File: config.mk
export PLATFORM = sky130hd
export DESIGN_NAME = seconds_to_calendar_datetime_core
export DESIGN_NICKNAME = d
export VERILOG_FILES = /design/src/sv/seccd_pkg.sv /design/src/sv/seconds_to_calendar_datetime_core.sv /design/src/sv/seccd_month_decode.sv
export VERILOG_INCLUDE_DIRS = /design/src /design/src/sv
export SDC_FILE = /design/constraint.sdc
export NUM_CORES = 2
export LEC_CHECK = 0
export ABC_AREA = 0
export BUFFER_PORTS_ARGS = -buffer_cell sky130_fd_sc_hd__buf_2
export CAP_MARGIN = 40
export CORE_ASPECT_RATIO = 1.1
export CORE_MARGIN = 1.5
export CORE_UTILIZATION = 45
export DETAILED_ROUTE_END_ITERATION = 10
export HOLD_SLACK_MARGIN = 0.08
export PLACE_DENSITY_LB_ADDON = 0.3
export SETUP_SLACK_MARGIN = 0.15
export SLEW_MARGIN = 30
export SYNTH_ARGS = -nofsm -noshare
export SYNTH_HDL_FRONTEND = slang
export SYNTH_SLANG_ARGS = --single-unit
File: constraint.sdc
create_clock -name clk -period 9 [get_ports clk]
set_input_delay 0.9 -clock clk [delete_from_list [all_inputs] [get_ports clk]]
set_output_delay 0.9 -clock clk [all_outputs]
set_load 0.02 [all_outputs]
File: src/sv/seconds_to_calendar_datetime_core_assert.svh
// Assertion macros for the calendar conversion RTL
`ifndef SECONDS_TO_CALENDAR_DATETIME_CORE_ASSERT_SVH
`define SECONDS_TO_CALENDAR_DATETIME_CORE_ASSERT_SVH

// Same-cycle implication, sampled on clk, off while rst is high
`define SECCD_ASSERT_NOW(label, ante, cons, msg) \
  label: assert property (@(posedge clk) disable iff (rst) (ante) |-> (cons)) \
    else $error(msg);

// Next-cycle implication, sampled on clk, off while rst is high
`define SECCD_ASSERT_NEXT(label, ante, cons, msg) \
  label: assert property (@(posedge clk) disable iff (rst) (ante) |=> (cons)) \
    else $error(msg);

`endif

File: src/sv/seccd_pkg.sv
// Constants, month table and shared types for the calendar conversion core
`default_nettype none

package seccd_pkg;

  localparam logic [31:0] LIMIT_SECONDS = 32'd3155760000;
  localparam logic [11:0] BASE_YEAR     = 12'd2000;

  // days = (secs >> 7) / 675, exact for any 25-bit operand
  localparam int          DAY_SHIFT  = 35;
  localparam logic [25:0] DAY_RECIP  = 26'd50903317;
  localparam logic [9:0]  DAY_UNIT   = 10'd675;

  // year = (days * 4) / 1461, exact for every day count of a 32-bit input
  localparam int          YEAR_SHIFT = 28;
  localparam logic [17:0] YEAR_RECIP = 18'd183735;
  localparam logic [8:0]  DAYS_COMMON = 9'd365;

  // hour = (tod >> 4) / 225, exact for any 13-bit operand
  localparam int          HOUR_SHIFT = 21;
  localparam logic [13:0] HOUR_RECIP = 14'd9321;
  localparam logic [11:0] SECS_PER_HOUR = 12'd3600;

  // minute = (rem >> 2) / 15, exact for any 10-bit operand
  localparam int          MIN_SHIFT  = 14;
  localparam logic [10:0] MIN_RECIP  = 11'd1093;
  localparam logic [5:0]  SECS_PER_MIN = 6'd60;

  localparam int NUM_LATE_MONTHS = 10;

  // Last day index of each month from March on, and the index just before it
  localparam logic [8:0] MONTH_TOP [NUM_LATE_MONTHS] = '{
    9'd90, 9'd120, 9'd151, 9'd181, 9'd212, 9'd243, 9'd273, 9'd304, 9'd334, 9'd365
  };
  localparam logic [8:0] MONTH_BASE [NUM_LATE_MONTHS] = '{
    9'd59, 9'd90, 9'd120, 9'd151, 9'd181, 9'd212, 9'd243, 9'd273, 9'd304, 9'd334
  };
  localparam logic [8:0] FEB_END    = 9'd59;
  localparam logic [8:0] DEC_BASE   = 9'd334;
  localparam logic [8:0] JAN_END_LEAP   = 9'd30;
  localparam logic [8:0] JAN_END_COMMON = 9'd31;
  localparam logic [3:0] MONTH_JAN  = 4'd1;
  localparam logic [3:0] MONTH_FEB  = 4'd2;
  localparam logic [3:0] MONTH_MAR  = 4'd3;
  localparam logic [3:0] MONTH_DEC  = 4'd12;

  typedef struct packed {
    logic [3:0] month;
    logic [4:0] day;
  } date_t;

endpackage

`default_nettype wire

File: src/sv/seconds_to_calendar_datetime_core.sv
// Top level: pipelined seconds-since-2000 to calendar date and time converter
//
//   channel   direction  handshake                      payload
//   seconds   in         seconds_valid / seconds_stall  seconds_since_2000
//   result    out        result_valid / result_stall    year..second, out_of_range
//
// Seven register stages, one beat per cycle unless a stalled result holds the pipe;
// the stages hold the constant multiplies, their subtracts and the month threshold compare.
// rst clears the stage valid bits only; payload registers load without reset.
// A stalled result freezes the whole pipe, so seconds_stall follows result_stall
// while a result is waiting.
`default_nettype none
`include "seconds_to_calendar_datetime_core_assert.svh"

module seconds_to_calendar_datetime_core
  import seccd_pkg::*;
(
  input  logic        clk,
  input  logic        rst,
  input  logic        seconds_valid,
  output logic        seconds_stall,
  input  logic [31:0] seconds_since_2000,
  output logic        result_valid,
  input  logic        result_stall,
  output logic [11:0] year,
  output logic [3:0]  month,
  output logic [4:0]  day,
  output logic [4:0]  hour,
  output logic [5:0]  minute,
  output logic [5:0]  second,
  output logic        out_of_range
);

  localparam int NUM_STAGES = 7;

  logic                  advance;
  logic [NUM_STAGES-1:0] valid_pipe;

  // stage 1: whole days
  logic [31:0] s1_secs;
  logic [15:0] s1_days;
  logic        s1_oor;
  logic [50:0] day_prod;

  // stage 2: time of day
  logic [15:0] s2_days;
  logic [16:0] s2_tod;
  logic        s2_oor;
  logic [25:0] day_secs_prod;
  logic [24:0] tod_hi;

  // stage 3: year index
  logic [15:0] s3_days;
  logic [16:0] s3_tod;
  logic [6:0]  s3_yr;
  logic        s3_oor;
  logic [35:0] year_prod;

  // stage 4: day of year and hour
  logic [8:0]  s4_doy;
  logic        s4_leap;
  logic [6:0]  s4_yr;
  logic [16:0] s4_tod;
  logic [4:0]  s4_hh;
  logic        s4_oor;
  logic [15:0] year_start;
  logic [15:0] doy_wide;
  logic [26:0] hour_prod;

  // stage 5: month and day, seconds within the hour
  date_t       s5_date;
  date_t       date_dec;
  logic [6:0]  s5_yr;
  logic [4:0]  s5_hh;
  logic [11:0] s5_rem;
  logic        s5_oor;
  logic [16:0] hour_secs;
  logic [16:0] rem_wide;

  // stage 6: minute
  date_t       s6_date;
  logic [6:0]  s6_yr;
  logic [4:0]  s6_hh;
  logic [11:0] s6_rem;
  logic [5:0]  s6_mm;
  logic        s6_oor;
  logic [20:0] min_prod;

  logic [11:0] min_secs;
  logic [11:0] sec_wide;

  assign advance       = !(result_valid && result_stall);
  assign seconds_stall = !advance;
  assign result_valid  = valid_pipe[NUM_STAGES-1];

  assign day_prod      = 51'(seconds_since_2000[31:7]) * 51'(DAY_RECIP);
  assign day_secs_prod = 26'(s1_days) * 26'(DAY_UNIT);
  assign tod_hi        = s1_secs[31:7] - day_secs_prod[24:0];
  assign year_prod     = 36'({s2_days, 2'b00}) * 36'(YEAR_RECIP);
  assign year_start    = 16'(s3_yr) * 16'(DAYS_COMMON) + 16'(s3_yr[6:2]);
  assign doy_wide      = s3_days - year_start;
  assign hour_prod     = 27'(s3_tod[16:4]) * 27'(HOUR_RECIP);
  assign hour_secs     = 17'(s4_hh) * 17'(SECS_PER_HOUR);
  assign rem_wide      = s4_tod - hour_secs;
  assign min_prod      = 21'(s5_rem[11:2]) * 21'(MIN_RECIP);
  assign min_secs      = 12'(s6_mm) * 12'(SECS_PER_MIN);
  assign sec_wide      = s6_rem - min_secs;

  seccd_month_decode u_month (
    .doy  (s4_doy),
    .leap (s4_leap),
    .date (date_dec)
  );

  always_ff @(posedge clk) begin
    if (rst) begin
      valid_pipe <= '0;
    end else if (advance) begin
      valid_pipe <= {valid_pipe[NUM_STAGES-2:0], seconds_valid};
    end
  end

  always_ff @(posedge clk) begin
    if (advance) begin
      s1_secs <= seconds_since_2000;
      s1_days <= day_prod[DAY_SHIFT +: 16];
      s1_oor  <= seconds_since_2000 >= LIMIT_SECONDS;

      s2_days <= s1_days;
      s2_tod  <= {tod_hi[9:0], s1_secs[6:0]};
      s2_oor  <= s1_oor;

      s3_days <= s2_days;
      s3_tod  <= s2_tod;
      s3_yr   <= year_prod[YEAR_SHIFT +: 7];
      s3_oor  <= s2_oor;

      s4_doy  <= doy_wide[8:0];
      s4_leap <= s3_yr[1:0] == 2'b00;
      s4_yr   <= s3_yr;
      s4_tod  <= s3_tod;
      s4_hh   <= hour_prod[HOUR_SHIFT +: 5];
      s4_oor  <= s3_oor;

      s5_date <= date_dec;
      s5_yr   <= s4_yr;
      s5_hh   <= s4_hh;
      s5_rem  <= rem_wide[11:0];
      s5_oor  <= s4_oor;

      s6_date <= s5_date;
      s6_yr   <= s5_yr;
      s6_hh   <= s5_hh;
      s6_rem  <= s5_rem;
      s6_mm   <= min_prod[MIN_SHIFT +: 6];
      s6_oor  <= s5_oor;

      // drop every field to zero past the end of 2099
      out_of_range <= s6_oor;
      if (s6_oor) begin
        year   <= '0;
        month  <= '0;
        day    <= '0;
        hour   <= '0;
        minute <= '0;
        second <= '0;
      end else begin
        year   <= BASE_YEAR + 12'(s6_yr);
        month  <= s6_date.month;
        day    <= s6_date.day;
        hour   <= s6_hh;
        minute <= s6_mm;
        second <= sec_wide[5:0];
      end
    end
  end

  `SECCD_ASSERT_NEXT(a_accept_enters, seconds_valid && !seconds_stall, valid_pipe[0],
    "accepted beat did not enter the first stage")
  `SECCD_ASSERT_NOW(a_year_index, valid_pipe[2] && !s3_oor, s3_yr <= 7'd99,
    "year index beyond the century")
  `SECCD_ASSERT_NOW(a_doy_bound, valid_pipe[3] && !s4_oor, s4_doy <= 9'd366,
    "day of year out of bounds")
  `SECCD_ASSERT_NOW(a_oor_zero, result_valid && out_of_range,
    year == '0 && month == '0 && day == '0 && hour == '0 && minute == '0 && second == '0,
    "out of range result carries nonzero fields")
  `SECCD_ASSERT_NOW(a_fields_legal, result_valid && !out_of_range,
    year >= 12'd2000 && year <= 12'd2099 && month >= 4'd1 && month <= 4'd12 &&
    day >= 5'd1 && day <= 5'd31 && hour <= 5'd23 && minute <= 6'd59 && second <= 6'd59,
    "result field out of its calendar range")

endmodule

`default_nettype wire

File: src/sv/seccd_month_decode.sv
// Day-of-year to month and day-of-month decoder
`default_nettype none

module seccd_month_decode
  import seccd_pkg::*;
(
  input  logic [8:0] doy,
  input  logic       leap,
  output date_t      date
);

  logic [8:0] day_wide;

  always_comb begin
    date.month = MONTH_DEC;
    day_wide   = doy - DEC_BASE;
    if (doy <= FEB_END) begin
      // leap years count from zero, common years from one
      if (leap) begin
        if (doy <= JAN_END_LEAP) begin
          day_wide   = doy + 9'd1;
          date.month = MONTH_JAN;
        end else begin
          day_wide   = doy - JAN_END_LEAP;
          date.month = MONTH_FEB;
        end
      end else begin
        if (doy <= JAN_END_COMMON) begin
          day_wide   = doy;
          date.month = MONTH_JAN;
        end else begin
          day_wide   = doy - JAN_END_COMMON;
          date.month = MONTH_FEB;
        end
      end
    end else begin
      // walk down so the lowest matching threshold wins
      for (int i = NUM_LATE_MONTHS - 1; i >= 0; i--) begin
        if (doy <= MONTH_TOP[i]) begin
          date.month = MONTH_MAR + 4'(i);
          day_wide   = doy - MONTH_BASE[i];
        end
      end
    end
    date.day = day_wide[4:0];
  end

endmodule

`default_nettype wire
==> results by group <==
Placement
  – GPL Wtd Cong: 0.883
  – PortBufs: 76
  – Post-place setup slack: 1.84 ns
  – DPL Wire Length: 49,200 um

Synthesis
  – #FFs+latches synth: 249
  – Yosys top cell by area: ha_1
  – EDFF count, synth: 242
  – Synthesized area: 29,400 um2
  – Syn Inst Count: 2,563
  – Syn Area/Cell: 11.5 um2
  – Syn Nets: 3,603
  – Synth top area cells: ha_1 (27%), fa_1 (25%), edfxtp_1 (25%), inv_1 (9.0%), xnor2_1 (2.2%)
  – Most used DFF post-synth: edfxtp_1
  – Synth top area share: 0.271
  – Post-synth ARST share: 0
  – Synth cell types: 82
  – Syn. warnings: 0
  – Register area share after synthesis: 0.252

CTS
  – Worst-path clk slew: 0.06 ns
  – Clock Path Buffers: 3
  – Cts hold-fix bufs: 0
  – H-Tree Depth: 1
  – Post-CTS Setup Inserts: 0
  – Clock tree root buffer cell: clkbuf_16
  – CTS resizes: 0
  – CTS buffer count: 28
  – Latest clock arrival within the worst-skew pair: 0.55 ns
  – TritonCTS clock tree: done
  – Clock Sink Count: 249

Timing
  – Clk_skew: 0.0185 ns
  – Final period utilization: 0.727
  – RSZ-0062 raised after global routing: false
  – Final setup fails: 0
  – Worst slew margin: 0.512
  – Final hold vios: 0
  – Slew Limit Fails: 0
  – Fmax: 153 MHz
  – Setup slack after layout: 2.46 ns
  – TNS Setup: 0 ns
  – Min Tclk post-route: 6.54 ns
  – Slew @ Worst Pin: 0.733 ns

Finish
  – Register Area: 7410 um2
  – Area grow syn2layout: 7.93%
  – # fillers: 5,831
  – Multi-input gate area: 19,200 um2
  – Ant. Diodes: 0
  – Final #Nets: 3,694
  – Core Util, Final: 0.490
  – Layout cells sized above 1: 0.0617

Detailed routing
  – WL per Instance: 16.3 um
  – Vias/cell: 5.01
  – Drt pass-1 iters: 5
  – Drt drc: 0
  – Remaining antenna violation count: 0
  – Routed Wire Length: 57,500 um
  – DR vias: 17.7k
  – Drt initial violations: 683

Outcome
  – Status: finished clean

GRT
  – First-pass GRT wire length: 95,000 um
  – Largest net degree at the start of global routing: 95
  – Initial antenna violation count: 1
  – Total GRT Usage: 0.178
  – Overflow after GRT: 0
  – Vias in the first global route: 19.0k

Die
  – Chip height: 271 um
  – # rows: 98
  – Initial core utilization: 0.454
  – Die Width: 247 um
  – CORE AREA: 64,700 um2
  – IO Count: 77
  – Die area: 66,800 um2

Setup path
  – Startpoint class of the critical path: input port
  – Critical path class: in -> reg
  – Req. time, crit path: 9.30 ns
  – CP Capture Type: flop
  – Register-to-Register Path Depth: 21
  – Crit-path max FO: 8
  – WP data arrival: 6.84 ns

Job
  – Max-cap violations: 0

Hold path
  – HP Class: reg -> reg
  – Hold-critical path depth: 0
[worst max-delay path, stage by stage]
cell,delay (ns)
buf_2,0.17
fa_1,0.54
inv_1,0.05
fa_1,0.49
inv_1,0.05
fa_1,0.54
inv_1,0.06
fa_1,0.54
inv_1,0.06
fa_1,0.54
inv_1,0.05
fa_1,0.52
inv_1,0.04
ha_1,0.29
ha_1,0.34
a211o_1,0.30
a21oi_1,0.15
nand2_1,0.09
o31ai_2,0.41
o31a_2,0.29
o211ai_2,0.12
a21oi_1,0.19
xnor2_1,0.08
[flip-flops by register name (all words and copies together) (netlist names), 10 cells and up]
name     cells
s1_days     16
s1_secs     17
s2_days     16
s2_tod      17
s3_tod      17
s4_tod      12
s5_rem      12
year        10
[area by class of cell]
class / count / area share
Multi-Input combinational cell: 1586 / 0.606
Clock inverter: 16 / 0.00544
Inverter: 706 / 0.0836
Tap cell: 850 / 0.0335
Sequential cell: 249 / 0.234
Clock buffer: 35 / 0.0236
Timing Repair Buffer: 83 / 0.0145
[layer usage]
layer / track usage / share of wire / vias to the layer above
met5: 0 / 0.00019 / -
met4: 0.0513 / 0.028 / 2
met3: 0.0160 / 0.031 / 101
met2: 0.333 / 0.52 / 295
met1: 0.214 / 0.42 / 8759
li1: - / - / 8497
[metrics by stage]
step / area, um2 / hold slack, ns / std cells
finish: 31700 / 0.415 / 3525
global placement: 30700 / 0.400 / 3469
floorplan: 29400 / 0.400 / 2563
CTS: 31700 / 0.418 / 3524
global route: 31700 / 0.417 / 3525
detailed placement: 30800 / 0.405 / 3473
[placed cells by master (no fill, tap or decap), types with 28 or more instances in the layout]
cell / n
buf_2: 77
clkbuf_16: 29
a21oi_1: 86
xnor2_1: 75
fa_1: 367
nand2_1: 50
ha_1: 637
a21o_1: 37
o21ai_0: 28
nor2b_1: 38
nor2_1: 42
xor2_1: 28
inv_1: 705
edfxtp_1: 242
[worst paths after layout]
| path | start | end | slack (ns) |
|---|---|---|---|
| worst max-delay path | seconds_since_2000[29] | s1_days[15]$_DFFE_PN_ | 2.46 |
| worst min-delay path | s1_oor$_DFFE_PN_ | s2_oor$_DFFE_PN_ | 0.41 |
| worst min register to register | s1_oor$_DFFE_PN_ | s2_oor$_DFFE_PN_ | 0.41 |
| worst max register to register | s2_days[14]$_DFFE_PN_ | s3_yr[6]$_DFFE_PN_ | 2.72 |
[synth_stat cells, types with 4 or more instances]
master	count
o22ai_1	5
a221oi_1	4
xor2_1	28
a31oi_1	13
nor3_1	6
buf_2	8
o21ai_1	4
xnor2_1	75
edfxtp_1	242
inv_1	705
and2_1	4
nand2b_1	8
fa_1	367
or2_2	5
nand2_1	51
nor2_1	42
a211oi_1	6
a21oi_1	86
o211ai_1	7
ha_1	637
a21o_1	37
o21a_1	13
o21ai_0	28
clkbuf_1	6
nand3_1	17
o21bai_1	11
dfxtp_1	7
buf_4	6
a31o_2	6
nand4_1	13
nor2b_1	38
mux2i_1	4
[cell families (layout without fill, tap and decap cells)]
family | count (synthesis) | count (layout) | synth area share
compound gates | 271 | 271 | 0.0642
xor+xnor | 103 | 103 | 0.0307
fa+ha+maj | 1004 | 1004 | 0.521
buf+inv | 728 | 840 | 0.0946
flops | 249 | 249 | 0.252
mux | 5 | 5 | 0.00175
simple gates | 203 | 203 | 0.0353
Power is left out: the tool's default activity adds up to more than one toggle a clock period on the data nets, which glitch-free logic cannot reach.
